### src/rtl/qpd_pkg.sv
// ============================================================================
// Quoted-printable decoder package
// Shared types, constants and character helpers for the line decoder.
// ============================================================================
`default_nettype none

package qpd_pkg;

   // width of the internal decoded-byte counter (saturates at all ones)
   localparam int LENGTH_WIDTH = 16;
   // width of the reported line length field
   localparam int REPORT_WIDTH = 16;

   localparam int QUEUE_DEPTH = 4;
   localparam int QPTR_WIDTH  = $clog2(QUEUE_DEPTH);
   localparam int QCNT_WIDTH  = $clog2(QUEUE_DEPTH + 1);

   localparam logic [7:0] CHAR_EQUALS = 8'h3D;

   localparam logic KIND_BYTE   = 1'b0;
   localparam logic KIND_REPORT = 1'b1;

   typedef enum logic [1:0] {
      MODE_PLAIN = 2'd0,
      MODE_EQ    = 2'd1,
      MODE_HEX   = 2'd2,
      MODE_SOFT  = 2'd3
   } qpd_mode_type;

   typedef struct packed {
      logic [7:0] byte_in;
      logic       end_of_line;
   } qpd_req_type;

   typedef struct packed {
      logic                    kind;
      logic [7:0]              decoded_byte;
      logic [REPORT_WIDTH-1:0] line_length;
      logic                    soft_break;
      logic                    last;
   } qpd_rsp_type;

   // one accepted item's worth of results: num results (1..3); when report
   // is set the final one is the end-of-line report
   typedef struct packed {
      logic [1:0]              num;
      logic [7:0]              data0;
      logic [7:0]              data1;
      logic [7:0]              data2;
      logic                    report;
      logic                    soft_end;
      logic [REPORT_WIDTH-1:0] length;
   } qpd_entry_type;

   function automatic logic is_hex(input logic [7:0] c);
      return (c >= 8'h30 && c <= 8'h39) || (c >= 8'h41 && c <= 8'h46) ||
             (c >= 8'h61 && c <= 8'h66);
   endfunction

   function automatic logic [3:0] hex_value(input logic [7:0] c);
      logic [3:0] v;
      if (c <= 8'h39) begin
         v = c[3:0];
      end else begin
         v = 4'(c[3:0] + 4'd9);
      end
      return v;
   endfunction

   function automatic logic is_space(input logic [7:0] c);
      return (c == 8'h20) || (c >= 8'h09 && c <= 8'h0D);
   endfunction

endpackage

`default_nettype wire

### src/rtl/qpd_front.sv
// ============================================================================
// Decoder front end
// Accepts encoded bytes, runs the escape state machine and line counter,
// and pushes each item's results as one entry into the queue.
// ============================================================================
`default_nettype none

module qpd_front (
   input  wire                     clock,
   input  wire                     reset,
   input  wire                     req_valid,
   input  qpd_pkg::qpd_req_type    req_payload,
   output logic                    req_stall,
   input  wire                     queue_full,
   output logic                    push,
   output qpd_pkg::qpd_entry_type  push_entry
);

   localparam int LW = qpd_pkg::LENGTH_WIDTH;

   qpd_pkg::qpd_mode_type mode_ff, mode_in;
   logic [7:0]            held_ff, held_in;
   logic [LW-1:0]         count_ff, count_in;

   logic                  accept;
   logic [1:0]            nbytes;
   logic [LW:0]           sum;
   logic [LW-1:0]         count_sat;
   logic [32:0]           count_wide;
   logic [7:0]            c;
   qpd_pkg::qpd_entry_type e;

   assign req_stall = queue_full;
   assign accept    = req_valid && !queue_full;
   assign c         = req_payload.byte_in;

   always_comb begin
      mode_in = mode_ff;
      held_in = held_ff;
      nbytes  = 2'd0;
      e       = '0;
      if (req_payload.end_of_line) begin
         mode_in = qpd_pkg::MODE_PLAIN;
         held_in = '0;
         e.report = 1'b1;
         unique case (mode_ff)
            qpd_pkg::MODE_EQ, qpd_pkg::MODE_SOFT: begin
               e.soft_end = 1'b1;
            end
            qpd_pkg::MODE_HEX: begin
               e.data0 = qpd_pkg::CHAR_EQUALS;
               e.data1 = held_ff;
               nbytes  = 2'd2;
            end
            qpd_pkg::MODE_PLAIN: begin
            end
         endcase
      end else begin
         unique case (mode_ff)
            qpd_pkg::MODE_PLAIN: begin
               if (c == qpd_pkg::CHAR_EQUALS) begin
                  mode_in = qpd_pkg::MODE_EQ;
               end else begin
                  e.data0 = c;
                  nbytes  = 2'd1;
               end
            end
            qpd_pkg::MODE_EQ: begin
               if (qpd_pkg::is_hex(c)) begin
                  held_in = c;
                  mode_in = qpd_pkg::MODE_HEX;
               end else if (qpd_pkg::is_space(c)) begin
                  mode_in = qpd_pkg::MODE_SOFT;
               end else begin
                  // broken escape: '=' goes out literally, byte re-read as plain
                  e.data0 = qpd_pkg::CHAR_EQUALS;
                  if (c == qpd_pkg::CHAR_EQUALS) begin
                     mode_in = qpd_pkg::MODE_EQ;
                     nbytes  = 2'd1;
                  end else begin
                     mode_in = qpd_pkg::MODE_PLAIN;
                     e.data1 = c;
                     nbytes  = 2'd2;
                  end
               end
            end
            qpd_pkg::MODE_HEX: begin
               held_in = '0;
               mode_in = qpd_pkg::MODE_PLAIN;
               if (qpd_pkg::is_hex(c)) begin
                  e.data0 = {qpd_pkg::hex_value(held_ff), qpd_pkg::hex_value(c)};
                  nbytes  = 2'd1;
               end else begin
                  e.data0 = qpd_pkg::CHAR_EQUALS;
                  e.data1 = held_ff;
                  if (c == qpd_pkg::CHAR_EQUALS) begin
                     mode_in = qpd_pkg::MODE_EQ;
                     nbytes  = 2'd2;
                  end else begin
                     e.data2 = c;
                     nbytes  = 2'd3;
                  end
               end
            end
            qpd_pkg::MODE_SOFT: begin
            end
         endcase
      end

      // saturating add of this item's bytes
      sum        = {1'b0, count_ff} + (LW + 1)'(nbytes);
      count_sat  = sum[LW] ? '1 : sum[LW-1:0];
      count_wide = 33'(count_sat);
      e.length   = (count_wide > 33'hFFFF) ? '1 : count_wide[15:0];
      e.num      = 2'(nbytes + 2'(e.report));
      count_in   = req_payload.end_of_line ? '0 : count_sat;
   end

   assign push       = accept && (e.num != 2'd0);
   assign push_entry = e;

   always_ff @(posedge clock) begin
      if (reset) begin
         mode_ff  <= qpd_pkg::MODE_PLAIN;
         held_ff  <= '0;
         count_ff <= '0;
      end else if (accept) begin
         mode_ff  <= mode_in;
         held_ff  <= held_in;
         count_ff <= count_in;
      end
   end

endmodule

`default_nettype wire

### src/rtl/qpd_queue.sv
// ============================================================================
// Result entry queue
// Small register FIFO between the front end and the output stage.
// ============================================================================
`default_nettype none

module qpd_queue (
   input  wire                     clock,
   input  wire                     reset,
   input  wire                     push,
   input  qpd_pkg::qpd_entry_type  push_entry,
   input  wire                     pop,
   output qpd_pkg::qpd_entry_type  head,
   output logic                    empty,
   output logic                    full
);

   qpd_pkg::qpd_entry_type mem_ff [qpd_pkg::QUEUE_DEPTH];

   logic [qpd_pkg::QPTR_WIDTH-1:0] wr_ff, rd_ff;
   logic [qpd_pkg::QCNT_WIDTH-1:0] cnt_ff;

   assign empty = (cnt_ff == '0);
   assign full  = (cnt_ff == qpd_pkg::QCNT_WIDTH'(qpd_pkg::QUEUE_DEPTH));
   assign head  = mem_ff[rd_ff];

   always_ff @(posedge clock) begin
      if (push) begin
         mem_ff[wr_ff] <= push_entry;
      end
   end

   always_ff @(posedge clock) begin
      if (reset) begin
         wr_ff  <= '0;
         rd_ff  <= '0;
         cnt_ff <= '0;
      end else begin
         if (push) begin
            wr_ff <= qpd_pkg::QPTR_WIDTH'(wr_ff + 1'b1);
         end
         if (pop) begin
            rd_ff <= qpd_pkg::QPTR_WIDTH'(rd_ff + 1'b1);
         end
         if (push && !pop) begin
            cnt_ff <= qpd_pkg::QCNT_WIDTH'(cnt_ff + 1'b1);
         end else if (pop && !push) begin
            cnt_ff <= qpd_pkg::QCNT_WIDTH'(cnt_ff - 1'b1);
         end
      end
   end

endmodule

`default_nettype wire

### src/rtl/qpd_back.sv
// ============================================================================
// Decoder output stage
// Walks each entry into the output register one result per unstalled cycle.
// ============================================================================
`default_nettype none

module qpd_back (
   input  wire                     clock,
   input  wire                     reset,
   input  qpd_pkg::qpd_entry_type  head,
   input  wire                     empty,
   output logic                    pop,
   output logic                    rsp_valid,
   output qpd_pkg::qpd_rsp_type    rsp_payload,
   input  wire                     rsp_stall
);

   logic [1:0]           idx_ff, idx_in;
   logic                 valid_ff, valid_in;
   qpd_pkg::qpd_rsp_type data_ff, data_in;
   logic                 load;
   logic                 at_last;

   assign load    = (!valid_ff || !rsp_stall) && !empty;
   assign at_last = (idx_ff == 2'(head.num - 2'd1));
   assign pop     = load && at_last;

   always_comb begin
      data_in      = '0;
      data_in.last = at_last;
      if (head.report && at_last) begin
         data_in.kind        = qpd_pkg::KIND_REPORT;
         data_in.line_length = head.length;
         data_in.soft_break  = head.soft_end;
      end else begin
         data_in.kind = qpd_pkg::KIND_BYTE;
         case (idx_ff)
            2'd0:    data_in.decoded_byte = head.data0;
            2'd1:    data_in.decoded_byte = head.data1;
            default: data_in.decoded_byte = head.data2;
         endcase
      end
      idx_in   = load ? (at_last ? 2'd0 : 2'(idx_ff + 2'd1)) : idx_ff;
      valid_in = load ? 1'b1 : (valid_ff && rsp_stall);
   end

   always_ff @(posedge clock) begin
      if (reset) begin
         idx_ff   <= '0;
         valid_ff <= 1'b0;
      end else begin
         idx_ff   <= idx_in;
         valid_ff <= valid_in;
      end
   end

   always_ff @(posedge clock) begin
      if (load) begin
         data_ff <= data_in;
      end
   end

   assign rsp_valid   = valid_ff;
   assign rsp_payload = data_ff;

endmodule

`default_nettype wire

### src/rtl/quoted_printable_line_decoder.sv
// ============================================================================
// Quoted-printable line decoder
// Streams one encoded text line in, decoded bytes and a line report out.
// ============================================================================
// Throughput: one encoded byte is taken per clock while the four-entry result
// queue has room. Each item produces zero to three results, and the output
// register hands out one result per clock unless stalled, so an item that
// expands to two or three results (a broken escape, or an escape cut by the
// line end) needs one output transfer per result; the queue absorbs such
// bursts, and the output register loads each result from the queue head.
`default_nettype none

module quoted_printable_line_decoder (
   input  wire                    clock,
   input  wire                    reset,
   // encoded input transfers
   input  wire                    req_valid,
   input  qpd_pkg::qpd_req_type   req_payload,
   output logic                   req_stall,
   // decoded result transfers
   output logic                   rsp_valid,
   output qpd_pkg::qpd_rsp_type   rsp_payload,
   input  wire                    rsp_stall
);

   // front end -> queue
   logic                   push;
   qpd_pkg::qpd_entry_type push_entry;
   logic                   queue_full;
   // queue -> output stage
   qpd_pkg::qpd_entry_type head;
   logic                   queue_empty;
   logic                   pop;

   // Escape state machine, line counter; one entry per item with results.
   qpd_front u_front (
      .clock       (clock),
      .reset       (reset),
      .req_valid   (req_valid),
      .req_payload (req_payload),
      .req_stall   (req_stall),
      .queue_full  (queue_full),
      .push        (push),
      .push_entry  (push_entry)
   );

   // Decouples input acceptance from output stalls.
   qpd_queue u_queue (
      .clock      (clock),
      .reset      (reset),
      .push       (push),
      .push_entry (push_entry),
      .pop        (pop),
      .head       (head),
      .empty      (queue_empty),
      .full       (queue_full)
   );

   // Serializes each entry into single result transfers.
   qpd_back u_back (
      .clock       (clock),
      .reset       (reset),
      .head        (head),
      .empty       (queue_empty),
      .pop         (pop),
      .rsp_valid   (rsp_valid),
      .rsp_payload (rsp_payload),
      .rsp_stall   (rsp_stall)
   );

endmodule

`default_nettype wire

### config.mk
export PLATFORM = sky130hd
export DESIGN_NAME = quoted_printable_line_decoder
export DESIGN_NICKNAME = d
export VERILOG_FILES = /design/src/rtl/qpd_pkg.sv /design/src/rtl/qpd_front.sv /design/src/rtl/qpd_queue.sv /design/src/rtl/qpd_back.sv /design/src/rtl/quoted_printable_line_decoder.sv
export SDC_FILE = /design/constraint.sdc
export NUM_CORES = 1
export LEC_CHECK = 0
export BUFFER_PORTS_ARGS = -buffer_cell sky130_fd_sc_hd__clkbuf_2
export CAP_MARGIN = 20
export CORE_ASPECT_RATIO = 0.7
export CORE_UTILIZATION = 49
export DETAILED_ROUTE_END_ITERATION = 12
export MAX_ROUTING_LAYER = met4
export PLACE_DENSITY = 0.66
export SETUP_SLACK_MARGIN = 0.3
export SLEW_MARGIN = 20
export SYNTH_ARGS = -nofsm -noshare
export SYNTH_HDL_FRONTEND = slang
export SYNTH_SLANG_ARGS = --single-unit
### constraint.sdc
create_clock -name clock -period 4.7 [get_ports clock]
set_clock_uncertainty 0.2 [all_clocks]
set_input_delay 0 -clock clock [delete_from_list [all_inputs] [get_ports clock]]
set_output_delay 0 -clock clock [all_outputs]
set_load 0.01 [all_outputs]
=== Yosys cells after proc, flatten, opt, wreduce, memory -nomap -nowiden ===
Memories as Yosys holds them, arrays and structs flattened. A register that Yosys moved wholly into a read port is not among the register bits.
Cells that the tools add are included.

* Output and inout bits: 29
* Bits in writable memories: 176
* Bits in registers: 63
* Logic and storage cells: 121
* Memories: 1

{| class="wikitable"
|+ Memories
! name !! words !! width !! read ports !! clocked after memory_dff !! write ports !! line !! RTL
|-
| u_queue.mem_ff || 4 || 44 || 1 || 1 || 1 || qpd_queue.sv:18 || <nowiki>qpd_pkg::qpd_entry_type mem_ff [qpd_pkg::QUEUE_DEPTH];</nowiki>
|}

* Magnitude comparators: 9
* Add/subtract/negate cells: 10
* Reductions and logical operators: 32
* Equal/unequal tests: 10
* Multiplexer cells: 46

{| class="wikitable"
|+ Operators by type and width
! operator !! count
|-
| 16-bit 2-to-1 mux || 5
|-
| 8-bit 2-to-1 mux || 6
|-
| 8-bit one-hot mux with 2 select lines || 3
|-
| 14-bit 2-to-1 mux || 2
|-
| 2-bit 2-to-1 mux || 14
|-
| 8-bit one-hot mux with 3 select lines || 1
|-
| 16-bit by 2-bit adder with 17-bit output || 1
|-
| 8-bit by 6-bit equality test with 1-bit output (second input constant) || 2
|-
| 8-bit by 7-bit >= comparator with 1-bit output (second input constant) || 2
|-
| 8-bit by 6-bit less-or-equal comparator with 1-bit output (second input constant) || 2
|-
| 8-bit by 7-bit less-or-equal comparator with 1-bit output (second input constant) || 2
|-
| 1-bit logical AND || 12
|-
| 2-bit one-hot mux with 3 select lines || 2
|-
| 1-bit 2-to-1 mux || 9
|-
| 4-bit adder (second input constant) || 2
|-
| 8-bit by 4-bit >= comparator with 1-bit output (second input constant) || 1
|-
| 8-bit by 6-bit >= comparator with 1-bit output (second input constant) || 1
|-
| 8-bit by 4-bit less-or-equal comparator with 1-bit output (second input constant) || 1
|-
| 4-bit 2-to-1 mux || 2
|-
| 2-bit by 1-bit adder with 2-bit output (second input constant) || 3
|-
| 1-bit zero test || 6
|-
| 3-bit 2-to-1 mux || 2
|-
| 3-bit by 2-bit != test with 1-bit output (second input constant) || 2
|-
| 3-bit AND reduction || 2
|-
| 15 further kinds || 22
|}

=== Longest topological paths before layout ===
Gate-level depths: netlist of the first run.

* Word-level depth: 14
* Mapped depth: 16
* Depth with buffers taken out: 14

=== Hierarchy ===
From an unflattened synthesis of the first run, not the netlist that was laid out.

* Cell total of the unflattened synthesis: 716
* Area, all modules: 10597.7 µm²

{| class="wikitable"
|+ By module, submodules not included
! module !! area an instance (µm²) !! seq. area each (µm²) !! cells each !! instances
|-
| qpd_queue || 6836.6 || 5465.2 || 274 || 1
|-
| qpd_front || 2473.6 || 520.5 || 344 || 1
|-
| qpd_back || 1287.5 || 870.8 || 98 || 1
|}

=== Worst setup path after synthesis of the first run ===
No wires, ideal clock.

* Path kind: register to register
* Start point: register u_front.mode_ff[0]
* End point: memory u_queue.mem_ff[0][0] (netlist name), enable pin
* Library setup time: 406 ps
* Arrival: 2686 ps
* Stages on the path, launching flop included: 8
* Setup slack: 1408 ps
* Period minus slack after synthesis: 3292 ps
* Cells stage by stage: dfxtp_1 > inv_1 > ha_1 > clkbuf_1 > nor2_1 > a221o_1 > o32ai_4 > and2_1

* Cells in the longest elaborated chain, start to end: 8
* Elaborated cells between the ends (all ways): 11

{| class="wikitable"
|+ RTL lines
! what !! line !! RTL
|-
| start: declaration || qpd_front.sv:21 || <nowiki>qpd_pkg::qpd_mode_type mode_ff, mode_in;</nowiki>
|-
| start signal: assignment || qpd_front.sv:124 || <nowiki>mode_ff <= qpd_pkg::MODE_PLAIN;</nowiki>
|-
| start signal: assignment || qpd_front.sv:128 || <nowiki>mode_ff <= mode_in;</nowiki>
|-
| 2-bit equality test, or another cell as far along || qpd_front.sv:46, qpd_front.sv:59 ||
|-
| 2-bit one-hot mux with 3 select lines or 2-bit 2-to-1 mux (tied branches) || qpd_front.sv:59, qpd_front.sv:46 ||
|-
| 2-bit 2-to-1 mux (*) || qpd_front.sv:42 || <nowiki>if (req_payload.end_of_line) begin</nowiki>
|-
| 2-bit by 1-bit adder with 2-bit output (*) || qpd_front.sv:115 || <nowiki>e.num = 2'(nbytes + 2'(e.report));</nowiki>
|-
| 2-bit nonzero test (*) || qpd_front.sv:119 || <nowiki>assign push = accept && (e.num != 2'd0);</nowiki>
|-
| 1-bit logical AND (*) || qpd_front.sv:119 ||
|-
| net push || quoted_printable_line_decoder.sv:27 || <nowiki>logic push;</nowiki>
|-
| 1-bit 2-to-1 mux (*) || qpd_queue.sv:28 || <nowiki>if (push) begin</nowiki>
|-
| 1-bit 2-to-1 mux (not written as such) (*) || qpd_queue.sv:29 || <nowiki>mem_ff[wr_ff] <= push_entry;</nowiki>
|-
| end: declaration || qpd_queue.sv:18 ||
|}

The timed path passes the listed nets; every way through them passes the cells marked *.

=== Worst setup path after layout of the first run ===
* Start point: input port req_payload[2] (netlist name)
* End point: register u_front.count_ff[13]

* Cells in the longest elaborated chain, start to end: 10
* Elaborated cells between the ends (all ways): 28

{| class="wikitable"
|+ RTL lines
! what !! line !! RTL
|-
| start: declaration || quoted_printable_line_decoder.sv:18 || <nowiki>input qpd_pkg::qpd_req_type req_payload,</nowiki>
|-
| 8-bit by 4-bit >= comparator with 1-bit output, or another cell as far along || qpd_pkg.sv:71 || <nowiki>return (c == 8'h20) || (c >= 8'h09 && c <= 8'h0D);</nowiki>
|-
| 1-bit logical AND (on tied branches) || qpd_pkg.sv:71, qpd_pkg.sv:56 ||
|-
| 1-bit logical OR (on tied branches) || qpd_pkg.sv:71, qpd_pkg.sv:56 ||
|-
| 2-bit 2-to-1 mux or 1-bit logical OR (tied branches) || qpd_front.sv:72, qpd_pkg.sv:56 ||
|-
| 2-bit 2-to-1 mux (on tied branches) || qpd_front.sv:69, qpd_front.sv:90 ||
|-
| 2-bit one-hot mux with 3 select lines (*) || qpd_front.sv:59 || <nowiki>unique case (mode_ff)</nowiki>
|-
| 2-bit 2-to-1 mux (*) || qpd_front.sv:42 ||
|-
| 16-bit by 2-bit adder with 17-bit output (*) || qpd_front.sv:111 || <nowiki>sum = {1'b0, count_ff} + (LW + 1)'(nbytes);</nowiki>
|-
| 16-bit 2-to-1 mux (*) || qpd_front.sv:112 || <nowiki>count_sat = sum[LW] ? '1 : sum[LW-1:0];</nowiki>
|-
| 16-bit 2-to-1 mux (*) || qpd_front.sv:116 || <nowiki>count_in = req_payload.end_of_line ? '0 : count_sat;</nowiki>
|-
| end signal: assignment || qpd_front.sv:130 || <nowiki>count_ff <= count_in;</nowiki>
|-
| end: declaration || qpd_front.sv:23 || <nowiki>logic [LW-1:0] count_ff, count_in;</nowiki>
|}

Every way passes the cells marked *; elsewhere a longest branch is shown, timed or not.
A chain may end at the register's enable or synchronous reset.

==> out/qor.yml, run 1 <==
numPortBuffers: 41
crit_type: "input port to register"
die_h_um: 125
critical_path.cell_chain: "dlygate4sd3_1, clkbuf_2, inv_1, ha_1, and4_1, a211o_1, a21o_1, a21oi_1, o22a_1, fa_1, nand2_1, or3_1, or2_1, a31o_2, a221oi_1"
track_usage: 0.231
fmaxAchievable_mhz: 243
synth_edf_count: 203
crit_path_max_fanout: 13
drive_gt1_frac: 0.193
antenna_cells: 0
post-route-util: 0.576
clk_latency_ps: 520
critPathLaunchType: "input port"
cp.arrival_ps: 4320
place_congestion: 0.927
ys.flop_type: "edfxtp_1"
yosysWarnings: 0
dieArea_um2: 22100
dp_hpwl_um: 15400
post-route-min-period_ps: 4110
detail_route.wl_per_cell_um: 22.5
clock_sinks: 241
drtIter0Drc: 723
tightest_slew_ps: 953
maxCapViolCount: 0
core_um2: 20900
netlist_area_um2: 10500
num_rows: 44
syn_to_final_growth_pct: 14.2
ir_drop_mv: 0.344
drc: 0
worstPathRequired_ps: 4910
die_w_um: 177
clk_path_buf_depth: 3
cts_tree: "built"
relSlewSlack: 0.362
async_flop_share: 0
avgSynthCellArea_um2: 14.6
numCtsBuffers: 23
grt_pass1_vias: 6506
antenna_left: 0
powerDensity_nw_per_um2: 514
synth_fp_nets: 754
vias: 6599
num_io_pins: 42
ys_ff_latch: 241
status: "complete, no violations"
hold_path_class: "input port to register"
fillers: 1616
slowest_stage: "dlygate4sd3_1"
yosysUniqueCellTypes: 68
path_clk_slew_ps: 60
first_pass_iters: 5
final-setup-viol-count: 0
cp-end-kind: "register"
synth-seq-area-share: 0.650
start_util: 0.504
fin_tns_setup_ps: 0
grt_start_max_net_pins: 42
grt_pass1_wl_um: 37500
cts_root_buffer: "clkbuf_16"
fin_crit_sh: 0.875
worst_slack_ps: 588
power_leakage_nw: 4.14
h-tree-depth: 1
max_stage_delay_ps: 520
nets: 817
dp_slack_ps: 584
viasPerCell: 6.14
antenna_found_initial: 0
finalMaxSlewViolations: 0
globalRouteOverflowTotal: 0
routed_wl_um: 24200
hold_viol: 0
synth_cells: 720
grt_setup_unrepaired: "no"
==> registers in the layout, summed over array words and instances (netlist names), named ones only <==
signal	count
u_queue.cnt_ff	3
u_front.held_ff	8
u_front.mode_ff	2
u_queue.wr_ff	2
u_queue.rd_ff	2
u_queue.mem_ff	176
u_back.idx_ff	2
u_back.rsp_valid	1
u_back.rsp_payload	27
u_front.count_ff	16
==> cell usage after synthesis, drive strengths merged, types with 4 or more instances <==
cell type,instances,area (um2)
a211o,5,43.8
buf,15,73.8
mux2,6,67.6
nor4,6,37.5
a211oi,4,30.0
nand4,12,75.1
and2,13,81.3
a21oi,43,215
a31oi,4,25.0
nor3,9,50.1
dfxtp,38,761
edfxtp,203,6100
nand3,12,65.1
or3,5,31.3
a22o,8,70.1
a22oi,15,113
nor2,33,124
o22ai,4,25.0
or2,5,31.3
mux4,44,991
xnor2,7,61.3
nand2,46,173
nand2b,10,62.6
ha,19,238
xor2,6,52.6
and3,24,150
o21ai,23,115
o21a,5,37.5
clkbuf,26,98.8
a21o,4,30.0
inv,19,71.3
==> critical path, delay by kind of cell <==
kind	cells	cell delay (ps)
compound gates	6	1600
fa+ha+maj	2	530
buf+inv	3	810
simple gates	4	1380
==> layout by cell type (no fill, tap or decap), drive strengths merged, types with 8 or more instances in the layout <==
cell	Yosys	routed
and2	13	13
a22oi	15	15
dfxtp	38	38
buf	15	13
nand2b	10	10
clkbuf	26	71
clkinv	0	8
nor3	9	9
dlygate4sd3	0	25
nand4	12	12
a22o	8	8
ha	19	19
nor2	33	33
inv	19	20
edfxtp	203	203
and3	24	24
a21oi	43	43
nand3	12	12
mux4	44	44
o21ai	23	23
nand2	46	46
==> per-stage QoR <==
stage                     instance area (um2)  hold slack (ps)  power [mW]  std cells
after floorplan                         10500             -101        3.93        720
after global placement                  11100             42.7        4.45       1009
after detailed placement                11100             58.9        4.49       1009
after CTS                               12000             26.3        6.23       1075
after global routing                    12000             80.0        6.46       1075
final                                   12000             29.4        6.19       1075
==> final timing paths <==
path,startpoint,endpoint,slack (ps),cells after the start
worst max-delay path,req_payload[2],u_front.count_ff[13],590,15
worst min register to register,u_front.count_ff[0],u_front.count_ff[0],280,2
worst min-delay path,reset,u_queue.cnt_ff[0],30,2
worst max register to register,u_front.mode_ff[1],u_front.count_ff[13],960,11
==> per-layer routing <==
layer  wire (um)  share of wire  vias to the layer above  GRT usage
li1            -              -                     2933          -
met1       11200           0.46                     3340      0.340
met2       10500           0.43                      274      0.332
met3        1840          0.076                       52     0.0421
met4         595          0.025                        0     0.0583
met5           0              0                        -          -
==> cells by family after synthesis <==
kind of cell               synth area share
AOI/OAI and AO/OA                    0.0873
and+or+nand+nor                      0.0989
buffers and inverters                0.0231
adders and majority gates            0.0263
muxes                                 0.103
xor gates and xnor gates             0.0108
DFF                                   0.650
==> timing repair <==
item | in CTS | in global routing
endpoints found under the setup margin | 0 | 2
resized for setup | 0 | 1
setup buffers | 0 | 0
endpoints found under the hold margin | 109 | 0
hold buffers | 25 | 0
==> power by group <==
group | internal, mW | total (mW) | switching [mW] | leakage (nW)
registers | 2.73 | 2.84 | 0.113 | 2.21
logic | 0.663 | 1.61 | 0.943 | 1.59
clock network | 0.980 | 1.75 | 0.769 | 0.344
total | 4.37 | 6.19 | 1.82 | 4.14
==> layout make-up <==
cell class | count | area (um2) | share of cell area
clock buffer | 30 | 612 | 0.0508
sequential | 241 | 6860 | 0.570
inverter | 19 | 71.3 | 0.00592
multi-input combinational | 419 | 3460 | 0.287
tap | 276 | 345 | 0.0287
clock inverter | 11 | 96.3 | 0.00800
timing repair buffer | 79 | 603 | 0.0501
No activity file was read; power rests on OpenSTA's default activity.
==> run 2, diff against run 1 <==
==> constraint.sdc (replaced) <==
create_clock -name clock -period 4.7 [get_ports clock]
set_clock_uncertainty 0.2 [all_clocks]
set_input_delay 0 -clock clock [delete_from_list [all_inputs] [get_ports clock]]
set_output_delay 0 -clock clock [all_outputs]
set_load 0.1 [all_outputs]
==> out/qor.yml, run 2 (synthesis gave the netlist of run 1 again) <==
status: "complete, no violations"  # unchanged
num_rows: 44  # unchanged
drtIter0Drc: 729  # was 723
track_usage: 0.219  # was 0.231
cp_common_cell: "nor2_1"
worst_slack_ps: 700  # was 588 ps
antenna_left: 0  # unchanged
min_from: "reset"  # unchanged
grt_start_max_net_pins: 45  # was 42
critPathLaunchType: "input port"  # unchanged
timing.critical_path.buf_inv: 3  # unchanged
final_cell_mix: "edfxtp_1 (203), nand2_1 (46), mux4_2 (44)"  # unchanged
cp_top_family: "simple AND/OR/NAND/NOR gates"  # was compound AO/OA/AOI/OAI gates
final_common_cell: "edfxtp_1"  # unchanged
die_w_um: 177  # unchanged
fillers: 1663  # was 1616
slowest_stage: "dlygate4sd3_1"  # unchanged
numPortBuffers: 41  # unchanged
antenna_found_initial: 0  # unchanged
clk_path_buf_depth: 3  # unchanged
die_h_um: 125  # unchanged
hold_viol: 0  # unchanged
nets: 815  # was 817
first_pass_iters: 5  # unchanged
clk_latency_ps: 520  # about the same
cp-end-kind: "register"  # unchanged
dieArea_um2: 22100  # unchanged
crit_type: "input port to register"  # unchanged
fmaxAchievable_mhz: 250  # was 243 MHz
powerDensity_nw_per_um2: 591  # was 514 nW/um2
h-tree-depth: 1  # unchanged
worstHoldEndpoint: "u_queue.cnt_ff[1]"  # was u_queue.cnt_ff[0]
power_leakage_nw: 4.15  # was 4.14 nW
relSlewSlack: 0.243  # was 0.362
drive_gt1_frac: 0.196  # was 0.193
crit_path_max_fanout: 13  # unchanged
hold_path_class: "input port to register"  # unchanged
dp_hpwl_um: 14500  # was 15400 um
top_register: "u_queue.mem_ff"  # unchanged
dp_slack_ps: 616  # was 584 ps
post-route-min-period_ps: 4000  # was 4110 ps
grt_pass1_wl_um: 35700  # was 37500 um
path_clk_slew_ps: 60  # about the same
hold_depth: 2  # unchanged
start_util: 0.504  # unchanged
vias: 6489  # was 6599
fin_crit_sh: 0.851  # was 0.875
fin_tns_setup_ps: 0  # unchanged
detail_route.wl_per_cell_um: 21.4  # was 22.5 um
clock_sinks: 241  # unchanged
tightest_slew_ps: 1120  # was 953 ps
cts_root_buffer: "clkbuf_16"  # unchanged
finalMaxSlewViolations: 0  # unchanged
worstPathRequired_ps: 4920  # was 4910 ps
routed_wl_um: 23000  # was 24200 um
largest_register_ffs: 176  # unchanged
globalRouteOverflowTotal: 0  # unchanged
reg2reg_slack_ps: 790  # was 960 ps
reg2reg_depth: 13  # was 11
ir_drop_mv: 0.443  # was 0.344 mV
reg2reg_to: "u_front.count_ff[13]"  # unchanged
ff_latch_area_um2: 6860  # unchanged
max_stage_delay_ps: 530  # was 520 ps
grt_setup_unrepaired: "no"  # unchanged
grt_pass1_vias: 6335  # was 6506
syn_to_final_growth_pct: 14.0  # was 14.2%
crit_path_start: "req_payload[2]"  # unchanged
numCtsBuffers: 24  # was 23
viasPerCell: 6.03  # was 6.14
drc: 0  # unchanged
core_um2: 20900  # unchanged
maxCapViolCount: 0  # unchanged
final-setup-viol-count: 0  # unchanged
num_io_pins: 42  # unchanged
cts_setup_buffers: 0  # unchanged
cts_tree: "built"  # unchanged
critical_path.cell_chain: "dlygate4sd3_1, clkbuf_2, inv_1, ha_1, nor4b_1, o32a_2, nor2_1, nor2_1, o22a_1, fa_1, nand2_1, or3_1, or2_1, a31o_2, a221oi_1"  # was dlygate4sd3_1, clkbuf_2, inv_1, ha_1, and4_1, a211o_1, a21o_1, a21oi_1, o22a_1, fa_1, nand2_1, or3_1, or2_1, a31o_2, a221oi_1
place_congestion: 0.878  # was 0.927
cp.arrival_ps: 4220  # was 4320 ps
multi_input_area_um2: 3450  # was 3460 um2
r2r_start: "u_front.mode_ff[0]"  # was u_front.mode_ff[1]
-- run 2: metal layers --
metal  track usage  up-vias  routed length [um]
met5             -        -                   0
met3        0.0333       40                1550
li1              -     2934                   -
met4        0.0407        0                 365
met2         0.302      230                9780
met1         0.346     3285               11300
-- run 2: metrics by stage --
stage,util,hold WS [ps],cell area [um2],power [mW],instances
final,0.574,34.4,12000,7.10,1076
after global routing,0.574,76.3,12000,7.39,1075
after CTS,0.574,0.730,12000,7.16,1075
after detailed placement,0.527,52.0,11000,5.31,1008
after global placement,0.527,42.1,11000,5.28,1008
after floorplan,-,-101,10500,4.78,720
-- run 2: layout make-up --
| cell class | instances | area share |
|---|---|---|
| well taps | 276 | 0.0287 |
| clock inverters | 9 | 0.00718 |
| inverters | 19 | 0.00594 |
| diodes | 1 | 0.000208 |
| multi-input cells | 419 | 0.287 |
| flip-flops and latches | 241 | 0.571 |
| repair buffers | 76 | 0.0437 |
| clock buffers | 35 | 0.0559 |
-- run 2: report_power, final --
part           switching, mW  internal [mW]
logic                   1.77          0.649
clock network          0.788           1.05
registers              0.110           2.73
-- run 2: timing repair --
item | 4_1_cts | 5_1_grt
gates resized for setup | 0 | 1
endpoints found under the setup margin | 0 | 2
hold endpoints to repair | 107 | 0
hold buffers | 23 | 0
-- run 2: worst max-delay path by stage --
stage | end | depth (start not counted)
after global routing | u_front.count_ff[13] | 15
after CTS | u_front.count_ff[13] | 15
final | u_front.count_ff[13] | 15
after floorplan | u_queue.mem_ff[0][0] | 6
after global placement | u_front.count_ff[13] | 14
after detailed placement | u_front.count_ff[13] | 14
-- run 2: worst reg2reg max path: cells and delay by family (launching register included) --
kind / cells / cell delay [ps]
flops: 1 / 340
fa+ha+maj: 3 / 1050
simple gates: 6 / 1440
buf+inv: 1 / 140
compound gates: 3 / 650
==> run 3, diff against run 2 <==
--- a/config.mk
+++ b/config.mk
@@ -8,11 +8,12 @@
 export BUFFER_PORTS_ARGS = -buffer_cell sky130_fd_sc_hd__clkbuf_2
 export CAP_MARGIN = 20
 export CORE_ASPECT_RATIO = 0.7
+export CORE_MARGIN = 2
 export CORE_UTILIZATION = 49
 export DETAILED_ROUTE_END_ITERATION = 12
 export MAX_ROUTING_LAYER = met4
 export PLACE_DENSITY = 0.66
-export SETUP_SLACK_MARGIN = 0.3
+export SETUP_SLACK_MARGIN = 0.1
 export SLEW_MARGIN = 20
 export SYNTH_ARGS = -nofsm -noshare
 export SYNTH_HDL_FRONTEND = slang
==> out/qor.yml, run 3 (synthesis gave the netlist of run 1 again) <==
cp-end-kind: "register"  # unchanged
final_common_cell: "edfxtp_1"  # unchanged
vias: 6634  # was 6489
num_io_pins: 42  # unchanged
fin_tns_setup_ps: 0  # unchanged
num_rows: 44  # unchanged
relSlewSlack: 0.248  # was 0.243
largest_register_ffs: 176  # unchanged
syn_to_final_growth_pct: 14.7  # was 14.0%
clk_path_buf_depth: 3  # unchanged
dpl.cell_count: 1012  # was 1008
fmaxAchievable_mhz: 236  # was 250 MHz
place_congestion: 0.927  # was 0.878
cp.arrival_ps: 4430  # was 4220 ps
power_leakage_nw: 4.19  # was 4.15 nW
worstPathRequired_ps: 4890  # was 4920 ps
fillers: 1670  # was 1663
ir_drop_mv: 0.400  # was 0.443 mV
hold_path_class: "input port to register"  # unchanged
reg2reg_slack_ps: 750  # was 790 ps
numCtsBuffers: 24  # unchanged
start_util: 0.504  # unchanged
grt_setup_unrepaired: "no"  # unchanged
powerDensity_nw_per_um2: 594  # was 591 nW/um2
drive_gt1_frac: 0.202  # was 0.196
die_w_um: 179  # was 177 um
final-setup-viol-count: 0  # unchanged
die_h_um: 127  # was 125 um
cts_tree: "built"  # unchanged
h-tree-depth: 1  # unchanged
fin_crit_sh: 0.902  # was 0.851
critPathLaunchType: "input port"  # unchanged
status: "complete, no violations"  # unchanged
nets: 821  # was 815
drc: 0  # unchanged
grt_start_max_net_pins: 42  # was 45
multi_input_area_um2: 3450  # about the same
ff_latch_area_um2: 6860  # unchanged
path_clk_slew_ps: 60  # about the same
r2r_start: "u_front.mode_ff[0]"  # unchanged
reg2reg_depth: 13  # unchanged
globalRouteOverflowTotal: 0  # unchanged
routed_wl_um: 24700  # was 23000 um
cts_resized: 0  # unchanged
hold_viol: 0  # unchanged
crit_path_start: "req_payload[1]"  # was req_payload[2]
grt_pass1_vias: 6605  # was 6335
antenna_left: 0  # unchanged
dieArea_um2: 22700  # was 22100 um2
finalMaxSlewViolations: 0  # unchanged
cts_root_buffer: "clkbuf_16"  # unchanged
numPortBuffers: 41  # unchanged
clk_latency_ps: 520  # about the same
core_um2: 20900  # unchanged
detail_route.wl_per_cell_um: 22.9  # was 21.4 um
clock_sinks: 241  # unchanged
reg2reg_to: "u_front.count_ff[13]"  # unchanged
stdcell_count: 1082  # was 1076
drtIter0Drc: 726  # was 729
crit_path_max_fanout: 13  # unchanged
first_pass_iters: 8  # was 5
track_usage: 0.231  # was 0.219
viasPerCell: 6.13  # was 6.03
tightest_slew_ps: 1120  # about the same
maxCapViolCount: 0  # unchanged
grt_pass1_wl_um: 38200  # was 35700 um
crit_type: "input port to register"  # unchanged
endpoint: "u_front.count_ff[13]"  # unchanged
final_cell_mix: "edfxtp_1 (203), nand2_1 (46), mux4_2 (44)"  # unchanged
post-route-min-period_ps: 4240  # was 4000 ps
top_register: "u_queue.mem_ff"  # unchanged
dp_hpwl_um: 15900  # was 14500 um
power_mw: 7.18  # was 7.10 mW
antenna_found_initial: 0  # unchanged
-- run 3: changes by cell type in the layout (fill, tap and decap cells not counted), sizes merged --
cell         previous run  this run
clkinvlp                0         2
clkinv                  7         6
clkbuf                 76        74
buf                    12        16
dlygate4sd3            23        25
inv                    20        21
-- run 3: stage by stage --
stage	hold slack (ps)	area [um2]	util	setup slack [ps]
after global placement	38.4	11000	0.528	737
after detailed placement	60.7	11000	0.528	544
final	53.7	12100	0.578	460
after CTS	20.4	12100	0.578	545
after floorplan	-101	10500	-	164
after global routing	94.3	12100	0.578	112
-- run 3: critical path: stages --
cell	delay (ps)
dlygate4sd3_1	520
clkbuf_2	220
inv_1	70
ha_1	300
nor4b_1	430
o32a_1	370
nor2_1	160
nor2_1	160
o22a_1	200
fa_1	260
nand2_1	140
or3_1	490
or2_1	460
a31o_2	310
a221oi_1	310
-- run 3: report_power, final --
group / switching [mW] / internal [mW]
clock network: 0.797 / 1.09
registers: 0.115 / 2.73
logic: 1.81 / 0.654
total: 2.72 / 4.47
-- run 3: worst min-delay path by stage --
stage                        start               endpoint  slack (ps)  cells after the start
detailed placement       rsp_stall       u_back.rsp_valid          60                      3
global route                 reset    u_front.count_ff[3]          90                      2
CTS                          reset    u_front.count_ff[3]          20                      2
global placement         rsp_stall       u_back.rsp_valid          40                      3
floorplan           req_payload[0]  u_queue.mem_ff[0][17]        -100                      0
finish                       reset    u_front.count_ff[3]          50                      2
-- run 3: metal layers --
layer / global-route usage / routed length (um) / vias to the layer above
met3: 0.0381 / 2170 / 37
met1: 0.343 / 11100 / 3334
met5: - / 0 / -
met2: 0.339 / 11000 / 312
li1: - / - / 2951
met4: 0.0441 / 467 / 0
-- run 3: layout make-up --
cell class,instances,area share
sequential,241,0.567
inverter,19,0.00590
clock inverter,11,0.00859
clock buffer,33,0.0567
antenna,1,0.000207
multi-input combinational,419,0.285
timing repair buffer,82,0.0476
tap,276,0.0286
-- run 3: repair_timing --
item / 4_1_cts / 5_1_grt
hold buffers: 25 / 0
setup endpoints to repair: 0 / 0
endpoints found under the hold margin: 115 / 0
buffers inserted: 0 / 0
